`config.mk`:
```
export PLATFORM = sky130hd
export DESIGN_NAME = ascii_to_integer_parser
export DESIGN_NICKNAME = d
export VERILOG_FILES = /design/src/a2i_pkg.sv /design/src/a2i_front.sv /design/src/a2i_queue.sv /design/src/a2i_back.sv /design/src/ascii_to_integer_parser.sv
export VERILOG_INCLUDE_DIRS = /design/src /design/src/src
export SDC_FILE = /design/constraint.sdc
export NUM_CORES = 2
export LEC_CHECK = 0
export ABC_AREA = 1
export BUFFER_PORTS_ARGS = -buffer_cell sky130_fd_sc_hd__buf_2
export CAP_MARGIN = 20
export CORE_ASPECT_RATIO = 1.75
export CORE_MARGIN = 5
export CORE_UTILIZATION = 39
export DETAILED_ROUTE_END_ITERATION = 10
export PLACE_DENSITY = 0.62
export SLEW_MARGIN = 25
export SYNTH_ARGS = -nofsm -noshare
export SYNTH_HDL_FRONTEND = slang
export SYNTH_SLANG_ARGS = --single-unit
```
`constraint.sdc`:
```
create_clock -name clk -period 23.4 [get_ports clk]
set_input_delay 4.68 -clock clk [delete_from_list [all_inputs] [get_ports clk]]
set_output_delay 4.68 -clock clk [all_outputs]
set_load 0.01 [all_outputs]
```
`src/assert_macros.svh`:
```
// Assertion macros shared by the string-to-integer converter modules.
// Each macro expects the module's clock named clk and its reset named rst_n.
`ifndef ASSERT_MACROS_SVH
`define ASSERT_MACROS_SVH

// Consequent must hold in the same cycle as the antecedent.
`define A2I_ASSERT_IMPL(label, ante, cons, msg) \
    label: assert property (@(posedge clk) disable iff (!rst_n) (ante) |-> (cons)) \
        else $error(msg);

// Consequent must hold in the cycle after the antecedent.
`define A2I_ASSERT_NEXT(label, ante, cons, msg) \
    label: assert property (@(posedge clk) disable iff (!rst_n) (ante) |=> (cons)) \
        else $error(msg);

// Condition must never be true.
`define A2I_ASSERT_NEVER(label, cond, msg) \
    label: assert property (@(posedge clk) disable iff (!rst_n) !(cond)) \
        else $error(msg);

`endif

```
`src/a2i_pkg.sv`:
```
// Shared types, constants and helpers for the string-to-integer converter.
// No dependencies; used by a2i_front, a2i_queue, a2i_back, ascii_to_integer_parser and the testbench.
`default_nettype none

package a2i_pkg;

    // Field widths fixed by the interface
    localparam int CHAR_W    = 8;
    localparam int RADIX_W   = 6;
    localparam int VALUE_W   = 64;
    localparam int OFFSET_W  = 13;
    localparam int CFG_IDX_W = 1;
    localparam int CFG_W     = 6;

    // Defaults for top-level parameters
    localparam int A2I_WIDTH       = 64;
    localparam int A2I_MAX_LEN     = 4096;
    localparam int A2I_QUEUE_DEPTH = 4;

    // Configuration register indexes
    localparam logic [CFG_IDX_W-1:0] CFG_IDX_RADIX  = 1'b0;
    localparam logic [CFG_IDX_W-1:0] CFG_IDX_SIGNED = 1'b1;

    // Register reset values
    localparam logic [RADIX_W-1:0] RADIX_RESET = 6'd10;

    // Bases with special meaning
    localparam logic [RADIX_W-1:0] RADIX_AUTO = 6'd0;
    localparam logic [RADIX_W-1:0] RADIX_ONE  = 6'd1;
    localparam logic [RADIX_W-1:0] RADIX_OCT  = 6'd8;
    localparam logic [RADIX_W-1:0] RADIX_DEC  = 6'd10;
    localparam logic [RADIX_W-1:0] RADIX_HEX  = 6'd16;
    localparam logic [RADIX_W-1:0] RADIX_MAX  = 6'd36;

    // Digit value of a character that is no digit in any base
    localparam logic [RADIX_W-1:0] DIGIT_NONE  = 6'd63;
    localparam logic [RADIX_W-1:0] DIGIT_ALPHA = 6'd10;

    // Character codes
    localparam logic [CHAR_W-1:0] CHAR_TAB   = 8'h09;
    localparam logic [CHAR_W-1:0] CHAR_CR    = 8'h0D;
    localparam logic [CHAR_W-1:0] CHAR_SPACE = 8'h20;
    localparam logic [CHAR_W-1:0] CHAR_PLUS  = 8'h2B;
    localparam logic [CHAR_W-1:0] CHAR_MINUS = 8'h2D;
    localparam logic [CHAR_W-1:0] CHAR_0     = 8'h30;
    localparam logic [CHAR_W-1:0] CHAR_9     = 8'h39;
    localparam logic [CHAR_W-1:0] CHAR_UA    = 8'h41;
    localparam logic [CHAR_W-1:0] CHAR_UX    = 8'h58;
    localparam logic [CHAR_W-1:0] CHAR_UZ    = 8'h5A;
    localparam logic [CHAR_W-1:0] CHAR_LA    = 8'h61;
    localparam logic [CHAR_W-1:0] CHAR_LX    = 8'h78;
    localparam logic [CHAR_W-1:0] CHAR_LZ    = 8'h7A;

    // Character classes the front end hands to the back end
    typedef enum logic [2:0] {
        CLS_SPACE = 3'd0,
        CLS_PLUS  = 3'd1,
        CLS_MINUS = 3'd2,
        CLS_ZERO  = 3'd3,
        CLS_X     = 3'd4,
        CLS_OTHER = 3'd5
    } char_class_t;

    // One classified character
    typedef struct packed {
        char_class_t          cls;
        logic [RADIX_W-1:0]   digit;
        logic                 first;
        logic                 last;
    } char_info_t;

    // Parse phases, one-hot
    typedef enum logic [4:0] {
        PH_SPACE  = 5'b00001,
        PH_SIGNED = 5'b00010,
        PH_ZERO   = 5'b00100,
        PH_DIGITS = 5'b01000,
        PH_DONE   = 5'b10000
    } phase_t;

    // Base 1 and anything above 36 are invalid
    function automatic logic radix_bad(input logic [RADIX_W-1:0] b);
        return (b == RADIX_ONE) || (b > RADIX_MAX);
    endfunction

endpackage

`default_nettype wire

```
`src/a2i_front.sv`:
```
// Front end: classifies each accepted character and marks the first of a string.
// Depends on a2i_pkg.
`default_nettype none

module a2i_front
    import a2i_pkg::*;
(
    input  wire logic              clk,
    input  wire logic              rst_n,
    input  wire logic              accept,
    input  wire logic [CHAR_W-1:0] char_code,
    input  wire logic              last_char,
    output char_info_t             info
);

    logic                first_reg;
    logic                first_next;
    logic [CHAR_W-1:0]   diff;
    char_class_t         cls;
    logic [RADIX_W-1:0]  digit;

    // Track start of string: the beat after a last character opens a new one
    always_comb
    begin
        first_next = first_reg;
        if (accept)
        begin
            first_next = last_char;
        end
    end

    always_ff @(posedge clk or negedge rst_n)
    begin
        if (!rst_n)
        begin
            first_reg <= 1'b1;
        end
        else
        begin
            first_reg <= first_next;
        end
    end

    // Classify the character
    always_comb
    begin
        if (char_code == CHAR_SPACE || (char_code inside {[CHAR_TAB:CHAR_CR]}))
        begin
            cls = CLS_SPACE;
        end
        else if (char_code == CHAR_PLUS)
        begin
            cls = CLS_PLUS;
        end
        else if (char_code == CHAR_MINUS)
        begin
            cls = CLS_MINUS;
        end
        else if (char_code == CHAR_0)
        begin
            cls = CLS_ZERO;
        end
        else if (char_code == CHAR_LX || char_code == CHAR_UX)
        begin
            cls = CLS_X;
        end
        else
        begin
            cls = CLS_OTHER;
        end
    end

    // Decode digit value in base 36
    always_comb
    begin
        diff  = '0;
        digit = DIGIT_NONE;
        if (char_code inside {[CHAR_0:CHAR_9]})
        begin
            diff  = char_code - CHAR_0;
            digit = diff[RADIX_W-1:0];
        end
        else if (char_code inside {[CHAR_LA:CHAR_LZ]})
        begin
            diff  = char_code - CHAR_LA;
            digit = diff[RADIX_W-1:0] + DIGIT_ALPHA;
        end
        else if (char_code inside {[CHAR_UA:CHAR_UZ]})
        begin
            diff  = char_code - CHAR_UA;
            digit = diff[RADIX_W-1:0] + DIGIT_ALPHA;
        end
    end

    assign info.cls   = cls;
    assign info.digit = digit;
    assign info.first = first_reg;
    assign info.last  = last_char;

endmodule

`default_nettype wire

```
`src/a2i_queue.sv`:
```
// Short FIFO between the front end and the back end.
// Depends on a2i_pkg for the default of DEPTH and on assert_macros.svh; DATA_W and DEPTH set its size.
`default_nettype none
`include "assert_macros.svh"

module a2i_queue
    import a2i_pkg::*;
#(
    parameter int DATA_W = 10,
    parameter int DEPTH  = A2I_QUEUE_DEPTH
)
(
    input  wire logic              clk,
    input  wire logic              rst_n,
    input  wire logic              push,
    input  wire logic [DATA_W-1:0] push_data,
    output logic                   full,
    input  wire logic              pop,
    output logic                   nonempty,
    output logic [DATA_W-1:0]      pop_data
);

    localparam int PTR_W = (DEPTH > 1) ? $clog2(DEPTH) : 1;
    localparam logic [PTR_W:0] DEPTH_CNT = (PTR_W + 1)'(DEPTH);
    localparam logic [PTR_W-1:0] LAST_SLOT = PTR_W'(DEPTH - 1);

    logic [DATA_W-1:0] slot_reg [DEPTH];
    logic [PTR_W-1:0]  wr_ptr_reg;
    logic [PTR_W-1:0]  wr_ptr_next;
    logic [PTR_W-1:0]  rd_ptr_reg;
    logic [PTR_W-1:0]  rd_ptr_next;
    logic [PTR_W:0]    count_reg;
    logic [PTR_W:0]    count_next;

    assign full     = (count_reg == DEPTH_CNT);
    assign nonempty = (count_reg != '0);
    assign pop_data = slot_reg[rd_ptr_reg];

    // Advance pointers and occupancy
    always_comb
    begin
        wr_ptr_next = wr_ptr_reg;
        rd_ptr_next = rd_ptr_reg;
        count_next  = count_reg;
        if (push)
        begin
            wr_ptr_next = (wr_ptr_reg == LAST_SLOT) ? '0 : wr_ptr_reg + 1'b1;
        end
        if (pop)
        begin
            rd_ptr_next = (rd_ptr_reg == LAST_SLOT) ? '0 : rd_ptr_reg + 1'b1;
        end
        if (push && !pop)
        begin
            count_next = count_reg + 1'b1;
        end
        else if (pop && !push)
        begin
            count_next = count_reg - 1'b1;
        end
    end

    always_ff @(posedge clk or negedge rst_n)
    begin
        if (!rst_n)
        begin
            wr_ptr_reg <= '0;
            rd_ptr_reg <= '0;
            count_reg  <= '0;
        end
        else
        begin
            wr_ptr_reg <= wr_ptr_next;
            rd_ptr_reg <= rd_ptr_next;
            count_reg  <= count_next;
        end
    end

    // Store the pushed beat
    always_ff @(posedge clk)
    begin
        if (push)
        begin
            slot_reg[wr_ptr_reg] <= push_data;
        end
    end

    `A2I_ASSERT_NEVER(a_no_push_full, push && full, "queue pushed while full")
    `A2I_ASSERT_NEVER(a_no_pop_empty, pop && !nonempty, "queue popped while empty")
    `A2I_ASSERT_NEXT(a_count_up, push && !pop, count_reg == $past(count_reg) + 1'b1,
        "queue count did not grow on push")

endmodule

`default_nettype wire

```
`src/a2i_back.sv`:
```
// Back end: parse state machine, multiply-accumulate with saturation, result register.
// Depends on a2i_pkg and assert_macros.svh.
`default_nettype none
`include "assert_macros.svh"

module a2i_back
    import a2i_pkg::*;
#(
    parameter int WIDTH   = A2I_WIDTH,
    parameter int MAX_LEN = A2I_MAX_LEN
)
(
    input  wire logic                clk,
    input  wire logic                rst_n,
    input  wire logic [RADIX_W-1:0]  radix,
    input  wire logic                signed_mode,
    input  wire logic                q_valid,
    input  char_info_t               q_info,
    output logic                     q_pop,
    output logic                     out_valid,
    input  wire logic                out_stall,
    output logic [VALUE_W-1:0]       value,
    output logic [OFFSET_W-1:0]      end_offset,
    output logic                     overflowed,
    output logic                     bad_radix
);

    localparam int POS_W  = $clog2(MAX_LEN + 1);
    localparam int PROD_W = WIDTH + RADIX_W;
    localparam logic [POS_W-1:0] POS_MAX  = POS_W'(MAX_LEN);
    localparam logic [WIDTH-1:0] ALL_ONES = '1;
    localparam logic [WIDTH-1:0] POS_LIM  = ALL_ONES >> 1;
    localparam logic [WIDTH-1:0] NEG_LIM  = POS_LIM + 1'b1;

    // Per-string parse state
    phase_t              phase_reg;
    phase_t              phase_next;
    logic [WIDTH-1:0]    mag_reg;
    logic [WIDTH-1:0]    mag_next;
    logic                neg_reg;
    logic                neg_next;
    logic                ovf_reg;
    logic                ovf_next;
    logic [RADIX_W-1:0]  base_reg;
    logic [RADIX_W-1:0]  base_next;
    logic [POS_W-1:0]    pos_reg;
    logic [POS_W-1:0]    pos_next;
    logic [POS_W-1:0]    end_reg;
    logic [POS_W-1:0]    end_next;

    // Result register
    logic                out_valid_reg;
    logic                out_valid_next;
    logic [VALUE_W-1:0]  value_reg;
    logic [OFFSET_W-1:0] offset_reg;
    logic                ovf_out_reg;
    logic                bad_reg;

    // Step working values
    phase_t              ph_eff;
    phase_t              ph_treat;
    logic [RADIX_W-1:0]  base_d;
    logic [POS_W-1:0]    newpos;
    logic                take;
    logic [WIDTH-1:0]    lim;
    logic [PROD_W-1:0]   prod;
    logic                bad_now;
    logic [WIDTH-1:0]    v_res;
    logic [VALUE_W+WIDTH-1:0] v_wide;
    logic [OFFSET_W+POS_W-1:0] end_wide;
    logic                step;

    // Take a beat unless it is a last character and the result slot is held
    assign q_pop = q_valid && (!q_info.last || !out_valid_reg || !out_stall);
    assign step  = q_pop;

    assign newpos = (pos_reg == POS_MAX) ? pos_reg : pos_reg + 1'b1;

    // Parse one character
    always_comb
    begin
        phase_next = phase_reg;
        mag_next   = mag_reg;
        neg_next   = neg_reg;
        ovf_next   = ovf_reg;
        end_next   = end_reg;
        base_next  = q_info.first ? radix : base_reg;
        ph_eff     = (q_info.first && radix_bad(radix)) ? PH_DONE : phase_reg;
        if (q_info.first && radix_bad(radix))
        begin
            phase_next = PH_DONE;
        end
        ph_treat   = ph_eff;
        take       = 1'b0;

        // Skip whitespace, take one sign, else handle the character as a digit
        if (ph_eff == PH_SPACE)
        begin
            case (q_info.cls)
                CLS_SPACE:
                begin
                end
                CLS_PLUS:
                begin
                    phase_next = PH_SIGNED;
                end
                CLS_MINUS:
                begin
                    neg_next   = 1'b1;
                    phase_next = PH_SIGNED;
                end
                default:
                begin
                    ph_treat = PH_SIGNED;
                end
            endcase
        end

        base_d = base_next;
        case (ph_treat)
            PH_SIGNED:
            begin
                if ((base_next == RADIX_AUTO || base_next == RADIX_HEX)
                    && q_info.cls == CLS_ZERO)
                begin
                    mag_next   = '0;
                    end_next   = newpos;
                    phase_next = PH_ZERO;
                end
                else
                begin
                    base_d    = (base_next == RADIX_AUTO) ? RADIX_DEC : base_next;
                    base_next = base_d;
                    take      = 1'b1;
                end
            end
            PH_ZERO:
            begin
                if (q_info.cls == CLS_X)
                begin
                    base_next  = RADIX_HEX;
                    phase_next = PH_DIGITS;
                end
                else
                begin
                    base_d    = (base_next == RADIX_AUTO) ? RADIX_OCT : base_next;
                    base_next = base_d;
                    take      = 1'b1;
                end
            end
            PH_DIGITS:
            begin
                take = 1'b1;
            end
            default:
            begin
            end
        endcase

        // Accumulate one digit, saturating at the limit of the sign and mode
        if (!signed_mode)
        begin
            lim = ALL_ONES;
        end
        else
        begin
            lim = neg_reg ? NEG_LIM : POS_LIM;
        end
        prod = ({{RADIX_W{1'b0}}, mag_reg} * {{WIDTH{1'b0}}, base_d})
             + {{WIDTH{1'b0}}, q_info.digit};
        if (take)
        begin
            if (q_info.digit >= base_d)
            begin
                phase_next = PH_DONE;
            end
            else
            begin
                phase_next = PH_DIGITS;
                end_next   = newpos;
                if (!ovf_reg)
                begin
                    if (prod > {{RADIX_W{1'b0}}, lim})
                    begin
                        ovf_next = 1'b1;
                    end
                    else
                    begin
                        mag_next = prod[WIDTH-1:0];
                    end
                end
            end
        end
        pos_next = newpos;
    end

    // Form the result from the state after this character
    always_comb
    begin
        bad_now = radix_bad(base_next);
        if (bad_now)
        begin
            v_res = '0;
        end
        else if (ovf_next)
        begin
            if (!signed_mode)
            begin
                v_res = ALL_ONES;
            end
            else
            begin
                v_res = neg_next ? NEG_LIM : POS_LIM;
            end
        end
        else
        begin
            v_res = neg_next ? ('0 - mag_next) : mag_next;
        end
        v_wide   = {{VALUE_W{1'b0}}, v_res};
        end_wide = {{OFFSET_W{1'b0}}, end_next};
    end

    // Hold or drop the result beat
    always_comb
    begin
        out_valid_next = out_valid_reg;
        if (step && q_info.last)
        begin
            out_valid_next = 1'b1;
        end
        else if (out_valid_reg && !out_stall)
        begin
            out_valid_next = 1'b0;
        end
    end

    always_ff @(posedge clk or negedge rst_n)
    begin
        if (!rst_n)
        begin
            phase_reg     <= PH_SPACE;
            mag_reg       <= '0;
            neg_reg       <= 1'b0;
            ovf_reg       <= 1'b0;
            base_reg      <= '0;
            pos_reg       <= '0;
            end_reg       <= '0;
            out_valid_reg <= 1'b0;
        end
        else
        begin
            out_valid_reg <= out_valid_next;
            if (step)
            begin
                if (q_info.last)
                begin
                    phase_reg <= PH_SPACE;
                    mag_reg   <= '0;
                    neg_reg   <= 1'b0;
                    ovf_reg   <= 1'b0;
                    base_reg  <= '0;
                    pos_reg   <= '0;
                    end_reg   <= '0;
                end
                else
                begin
                    phase_reg <= phase_next;
                    mag_reg   <= mag_next;
                    neg_reg   <= neg_next;
                    ovf_reg   <= ovf_next;
                    base_reg  <= base_next;
                    pos_reg   <= pos_next;
                    end_reg   <= end_next;
                end
            end
        end
    end

    // Load the result payload
    always_ff @(posedge clk)
    begin
        if (step && q_info.last)
        begin
            value_reg   <= v_wide[VALUE_W-1:0];
            offset_reg  <= bad_now ? '0 : end_wide[OFFSET_W-1:0];
            ovf_out_reg <= !bad_now && ovf_next;
            bad_reg     <= bad_now;
        end
    end

    assign out_valid  = out_valid_reg;
    assign value      = value_reg;
    assign end_offset = offset_reg;
    assign overflowed = ovf_out_reg;
    assign bad_radix  = bad_reg;

    `A2I_ASSERT_NEXT(a_clear_after_last, step && q_info.last,
        phase_reg == PH_SPACE && pos_reg == '0 && !ovf_reg,
        "parse state not cleared after last character")
    `A2I_ASSERT_IMPL(a_ovf_in_digits, ovf_reg,
        phase_reg == PH_DIGITS || phase_reg == PH_DONE,
        "overflow flagged outside digit phase")
    `A2I_ASSERT_IMPL(a_bad_gives_zero, out_valid_reg && bad_reg,
        value_reg == '0 && offset_reg == '0 && !ovf_out_reg,
        "invalid base result not zero")

endmodule

`default_nettype wire

```
`src/ascii_to_integer_parser.sv`:
```
// Top level of the streaming string-to-integer converter: config registers,
// front end, queue and back end. Depends on a2i_pkg, a2i_front, a2i_queue, a2i_back.
//
//  channel   direction  handshake            payload
//  input     in         in_valid / in_stall  char_code, last_char
//  result    out        out_valid/out_stall  value, end_offset, overflowed, bad_radix
//  config    in         cfg_wr_en            cfg_index, cfg_data
//
// One character per cycle sustained while in_stall is low; the back end's
// multiply-by-base, add and limit compare on the magnitude is combinational and
// sets that rate. out_valid is registered when the back end pops a last character.
// in_stall rises only when the queue is full; the queue fills only while a
// result waits on out_stall and a further last character is at its head.
// Reset is asynchronous, active low; no clearing pass follows it.
`default_nettype none

module ascii_to_integer_parser
    import a2i_pkg::*;
#(
    parameter int WIDTH       = A2I_WIDTH,
    parameter int MAX_LEN     = A2I_MAX_LEN,
    parameter int QUEUE_DEPTH = A2I_QUEUE_DEPTH
)
(
    input  wire logic                 clk,
    input  wire logic                 rst_n,
    input  wire logic                 cfg_wr_en,
    input  wire logic [CFG_IDX_W-1:0] cfg_index,
    input  wire logic [CFG_W-1:0]     cfg_data,
    input  wire logic                 in_valid,
    output logic                      in_stall,
    input  wire logic [CHAR_W-1:0]    char_code,
    input  wire logic                 last_char,
    output logic                      out_valid,
    input  wire logic                 out_stall,
    output logic [VALUE_W-1:0]        value,
    output logic [OFFSET_W-1:0]       end_offset,
    output logic                      overflowed,
    output logic                      bad_radix
);

    localparam int INFO_W = $bits(char_info_t);

    logic [RADIX_W-1:0] radix_reg;
    logic               signed_mode_reg;
    logic               push;
    logic               q_full;
    logic               q_nonempty;
    logic               q_pop;
    char_info_t         front_info;
    char_info_t         q_info;
    logic [INFO_W-1:0]  q_data;

    // Write configuration registers
    always_ff @(posedge clk or negedge rst_n)
    begin
        if (!rst_n)
        begin
            radix_reg       <= RADIX_RESET;
            signed_mode_reg <= 1'b1;
        end
        else if (cfg_wr_en)
        begin
            case (cfg_index)
                CFG_IDX_RADIX:
                begin
                    radix_reg <= cfg_data[RADIX_W-1:0];
                end
                CFG_IDX_SIGNED:
                begin
                    signed_mode_reg <= cfg_data[0];
                end
                default:
                begin
                end
            endcase
        end
    end

    // Accept a character whenever the queue has room
    assign in_stall = q_full;
    assign push     = in_valid && !q_full;

    a2i_front u_front (
        .clk       (clk),
        .rst_n     (rst_n),
        .accept    (push),
        .char_code (char_code),
        .last_char (last_char),
        .info      (front_info)
    );

    a2i_queue #(
        .DATA_W (INFO_W),
        .DEPTH  (QUEUE_DEPTH)
    ) u_queue (
        .clk       (clk),
        .rst_n     (rst_n),
        .push      (push),
        .push_data (front_info),
        .full      (q_full),
        .pop       (q_pop),
        .nonempty  (q_nonempty),
        .pop_data  (q_data)
    );

    assign q_info = char_info_t'(q_data);

    a2i_back #(
        .WIDTH   (WIDTH),
        .MAX_LEN (MAX_LEN)
    ) u_back (
        .clk         (clk),
        .rst_n       (rst_n),
        .radix       (radix_reg),
        .signed_mode (signed_mode_reg),
        .q_valid     (q_nonempty),
        .q_info      (q_info),
        .q_pop       (q_pop),
        .out_valid   (out_valid),
        .out_stall   (out_stall),
        .value       (value),
        .end_offset  (end_offset),
        .overflowed  (overflowed),
        .bad_radix   (bad_radix)
    );

endmodule

`default_nettype wire

```
==> impl_results.html <==
<table>
<tr><th>Metric</th><th>Value</th></tr>
<tr><th colspan="2">Floorplan</th></tr>
<tr><td>Vertical die dimension</td><td>373 um</td></tr>
<tr><td>IO Pins</td><td>102</td></tr>
<tr><td>Horizontal die dimension</td><td>218 um</td></tr>
<tr><td>Initial cell density of the core</td><td>39.2%</td></tr>
<tr><td>Number of cell rows</td><td>133</td></tr>
<tr><td>Std-Cell Core Area</td><td>0.0751 mm^2</td></tr>
<tr><td>Die Outline Area</td><td>0.0812 mm^2</td></tr>
<tr><th colspan="2">Timing</th></tr>
<tr><td>Number of pins exceeding their max-slew limit in the final report</td><td>0</td></tr>
<tr><td>Final period util</td><td>62.3%</td></tr>
<tr><td>Worst Slack Setup Final</td><td>8.83 ns</td></tr>
<tr><td>Highest Clock Rate</td><td>68.6 MHz</td></tr>
<tr><td>Worst slew pin tran</td><td>roughly 1.1 ns</td></tr>
<tr><td># setup viols final</td><td>0</td></tr>
<tr><td>Final hold violation count</td><td>0</td></tr>
<tr><td>Setup TNS</td><td>0 ns</td></tr>
<tr><td>Fin crit period</td><td>14.57 ns</td></tr>
<tr><td>Relative max-transition margin</td><td>23.9%</td></tr>
<tr><td>RSZ-0062 raised after global routing</td><td>no</td></tr>
<tr><td>Clk_skew</td><td>0.0423 ns</td></tr>
<tr><th colspan="2">Cells and area</th></tr>
<tr><td>Non-filler cells, final</td><td>between 5000 and 6000</td></tr>
<tr><td>Layout fillers</td><td>7803</td></tr>
<tr><td>Fraction of final layout cells sized beyond drive strength 1</td><td>7.35%</td></tr>
<tr><td>Area Growth Syn to Fin</td><td>8.30%</td></tr>
<tr><td>Inserted Diodes</td><td>0</td></tr>
<tr><td>Non-Filler Cell Area, Final</td><td>0.0318 mm^2</td></tr>
<tr><td>Layout Nets</td><td>between 4000 and 5000</td></tr>
<tr><th colspan="2">Global route</th></tr>
<tr><td>Overflow after GRT</td><td>0</td></tr>
<tr><td>Number of antenna violations at the first check in global routing</td><td>1</td></tr>
<tr><td>Total routing usage reported by global routing</td><td>26.9%</td></tr>
<tr><td>Pin count of the biggest net entering global routing</td><td>88</td></tr>
<tr><td>Global-route wire length before repair</td><td>166000 um</td></tr>
<tr><td>Vias in the first global route</td><td>28000</td></tr>
<tr><th colspan="2">Yosys</th></tr>
<tr><td>Most common cell in the netlist</td><td>sky130_fd_sc_hd__nand2_1</td></tr>
<tr><td>Number of instances in the synthesized netlist</td><td>4019</td></tr>
<tr><td>Post-Syn Nets</td><td>4528</td></tr>
<tr><td>Mean area per synthesized cell</td><td>roughly 7.3 um^2</td></tr>
<tr><td>Yosys top cell area share</td><td>17.2%</td></tr>
<tr><td>Share of flip-flops with an asynchronous set or reset</td><td>49.2%</td></tr>
<tr><td>Synth Register Bits</td><td>about 240</td></tr>
<tr><td>Unique masters post-synth</td><td>just over 60</td></tr>
<tr><td>Number of warning messages in the yosys log</td><td>0</td></tr>
<tr><td>Most common flop cell mapped by yosys</td><td>sky130_fd_sc_hd__edfxtp_1</td></tr>
<tr><td>Post-synthesis sequential area ratio</td><td>about 23%</td></tr>
<tr><td>Synth Cell Area</td><td>between 0.02 and 0.03 mm^2</td></tr>
<tr><td>Most area-hungry cell type in the Yosys netlist</td><td>sky130_fd_sc_hd__fa_1</td></tr>
<tr><td>Main area contributors after synthesis</td><td>sky130_fd_sc_hd__fa_1 (17%), sky130_fd_sc_hd__nand2_1 (14%), sky130_fd_sc_hd__edfxtp_1 (13%), sky130_fd_sc_hd__ha_1 (10%), sky130_fd_sc_hd__dfrtp_1 (9.7%)</td></tr>
<tr><td>Post-synth top cells</td><td>sky130_fd_sc_hd__nand2_1 (1069), sky130_fd_sc_hd__nor2_1 (602), sky130_fd_sc_hd__inv_1 (564)</td></tr>
<tr><td>Number of synthesized flops with an enable pin</td><td>approximately 120</td></tr>
<tr><th colspan="2">Placement</th></tr>
<tr><td>Port Buffers</td><td>101</td></tr>
<tr><td>Final Wtd Congestion</td><td>0.985</td></tr>
<tr><td>Placement Setup Slack</td><td>9.03 ns</td></tr>
<tr><td>Placement-stage cell area</td><td>0.0308 mm^2</td></tr>
<tr><td>Placed Cells</td><td>5026</td></tr>
<tr><td>HPWL Detailed</td><td>89700 um</td></tr>
<tr><th colspan="2">Worst setup path</th></tr>
<tr><td>Worst Path Max Fanout</td><td>57</td></tr>
<tr><td>Cell at the slowest stage of the critical path</td><td>sky130_fd_sc_hd__dfrtp_1</td></tr>
<tr><td>Data arrival at the endpoint of the critical path</td><td>between 10 and 15 ns</td></tr>
<tr><td>Crit. End Element</td><td>flop</td></tr>
<tr><td>CP bufs+invs</td><td>9</td></tr>
<tr><td>Max incr delay on CP</td><td>0.89 ns</td></tr>
<tr><td>Required time worst endpoint</td><td>about 24 ns</td></tr>
<tr><td>Worst setup SP type</td><td>flop</td></tr>
<tr><td>Top cell by count, worst path</td><td>sky130_fd_sc_hd__nand2_1</td></tr>
<tr><td>Start-to-end type of the worst setup path</td><td>flop to flop</td></tr>
<tr><td>Family with the most delay on the worst path</td><td>simple AND/OR/NAND/NOR gates</td></tr>
<tr><th colspan="2">Pwr</th></tr>
<tr><td>Internal power</td><td>just under 0.002 W</td></tr>
<tr><td>P_sw</td><td>0.00294 W</td></tr>
<tr><td>Worst IR Drop VDD</td><td>0.115 mV</td></tr>
<tr><td>Power share of the clock group</td><td>9.6%</td></tr>
<tr><td>P per Cell Area</td><td>154 mW/mm^2</td></tr>
<tr><td>Leakage</td><td>16.7 nW</td></tr>
<tr><td>Combinational fraction of design power</td><td>between 70% and 80%</td></tr>
<tr><td>Sequential Power Share</td><td>between 15 and 20%</td></tr>
<tr><td>Switching power share of the total</td><td>60.0%</td></tr>
<tr><th colspan="2">Run status</th></tr>
<tr><td>Result of the run</td><td>finished clean</td></tr>
<tr><th colspan="2">Clock network</th></tr>
<tr><td>CTS sink cnt</td><td>between 200 and 250</td></tr>
<tr><td>Root cell of the clock tree</td><td>sky130_fd_sc_hd__clkbuf_16</td></tr>
<tr><td>Clock slew at reported path FFs</td><td>about 0.060 ns</td></tr>
<tr><td>CTS tree</td><td>built</td></tr>
<tr><td>Clock Latency Late Sink</td><td>between 0.5 and 0.6 ns</td></tr>
<tr><td>Total clock buffers created by CTS</td><td>28</td></tr>
<tr><td>Total of hold buffers inserted after clock tree synthesis</td><td>0</td></tr>
<tr><td>Maximum number of buffers from clock root to sink</td><td>3</td></tr>
<tr><td>Post-CTS Setup Inserts</td><td>0</td></tr>
<tr><td>Resize count post-CTS</td><td>0</td></tr>
<tr><td>Number of H-tree levels</td><td>1</td></tr>
<tr><th colspan="2">Detailed routing</th></tr>
<tr><td>Number of violations reported at the end of detailed-routing iteration 0</td><td>1802</td></tr>
<tr><td>DRC violations left</td><td>0</td></tr>
<tr><td>Mean routed wirelength per cell</td><td>22.0 um</td></tr>
<tr><td>Initial DRT Pass Iterations</td><td>7</td></tr>
<tr><td>Aggregate routed wire length</td><td>approximately 110000 um</td></tr>
<tr><td>Via count</td><td>27300</td></tr>
<tr><td>Post-route antenna net violation count</td><td>0</td></tr>
<tr><td>Vias/cell</td><td>5.37</td></tr>
<tr><th colspan="2">Min path</th></tr>
<tr><td>Worst hold path class</td><td>flop to flop</td></tr>
<tr><th colspan="2">Job</th></tr>
<tr><td>Max_cap viols</td><td>0</td></tr>
</table>
-- power by group through the flow --
stage	logic (W)	registers, W	clock network (W)
floorplan	0.00235	0.000754	0
global placement	0.00361	0.000747	0
finish	0.00370	0.000739	0.000471
global route	0.00401	0.000753	0.000498
detailed placement	0.00363	0.000749	0
CTS	0.00365	0.000742	0.000477
-- tightest hold or removal path, stage by stage (launching register included) --
cell and delay [ns]:
sky130_fd_sc_hd__dfrtp_1 0.34, sky130_fd_sc_hd__nand2_1 0.05, sky130_fd_sc_hd__o21ai_0 0.05
-- through the flow --
step | util, % | hold slack, ns | power, W
after floorplan | - | 0.448 | 0.00311
after global placement | 41.0 | 0.461 | 0.00436
after detailed placement | 41.0 | 0.468 | 0.00438
after CTS | 42.4 | 0.483 | 0.00486
after global routing | 42.4 | 0.500 | 0.00526
final | 42.4 | 0.479 | 0.00491
-- layout by cell type, fill, tap and decap left out, drive strengths merged, types with 23 or more instances in the layout --
| cell | synthesis | final |
|---|---|---|
| a21oi | 200 | 200 |
| buf | 71 | 127 |
| clkbuf | 61 | 33 |
| dfrtp | 114 | 114 |
| edfxtp | 123 | 123 |
| fa | 253 | 253 |
| ha | 235 | 235 |
| inv | 575 | 576 |
| nand2 | 1095 | 1095 |
| nand3 | 121 | 121 |
| nand4 | 91 | 91 |
| nor2 | 631 | 631 |
| nor3 | 23 | 23 |
| o21ai | 145 | 145 |
| o22ai | 74 | 74 |
| xnor2 | 25 | 25 |
| xor2 | 83 | 83 |
-- path summary, 6_finish.rpt --
check                                       from            endpoint  slack, ns  cells after the start
min                            u_back.end_reg[5]   u_back.end_reg[5]       0.48                      2
max in group asynchronous                  rst_n  u_back.base_reg[5]      17.65                      3
min in group asynchronous                  rst_n  u_back.end_reg[12]       4.03                      1
max reg2reg                u_queue.rd_ptr_reg[0]    u_back.value[43]       8.83                     60
max                        u_queue.rd_ptr_reg[0]    u_back.value[43]       8.83                     60
min reg2reg                    u_back.end_reg[5]   u_back.end_reg[5]       0.48                      2
-- metal layers --
metal	GRT usage, %	vias to the layer above	part of all wire (%)
li1	-	12800	-
met1	24.2	13100	30
met2	49.1	927	52
met3	2.81	463	3.8
met4	28.9	0	14
met5	0	-	0
-- cells by family (layout without fill, tap and decap cells) --
| family | count (synthesis) | in the layout | share of synthesized area, % |
|---|---|---|---|
| and+or+nand+nor | 1980 | 1980 | 27.7 |
| DFF | 242 | 242 | 22.7 |
| muxes | 4 | 4 | 0.153 |
| AOI/OAI and AO/OA | 483 | 483 | 9.32 |
| xor gates and xnor gates | 108 | 108 | 3.22 |
| adders and majority gates | 488 | 488 | 27.2 |
| buffers and inverters | 714 | 761 | 9.67 |
-- layout make-up --
cell class                      count  area, um^2  share of cell area [%]
Clock buffer                       33         793                    2.49
Clock inverter                     19         225                   0.707
Inverter                          582        2190                    6.87
Multi-Input combinational cell   3063       20000                    62.8
Sequential cell                   242        6680                    21.0
Tap cell                         1012        1270                    3.98
Timing Repair Buffer              127         703                    2.21
(Power assumes the default switching activity.)
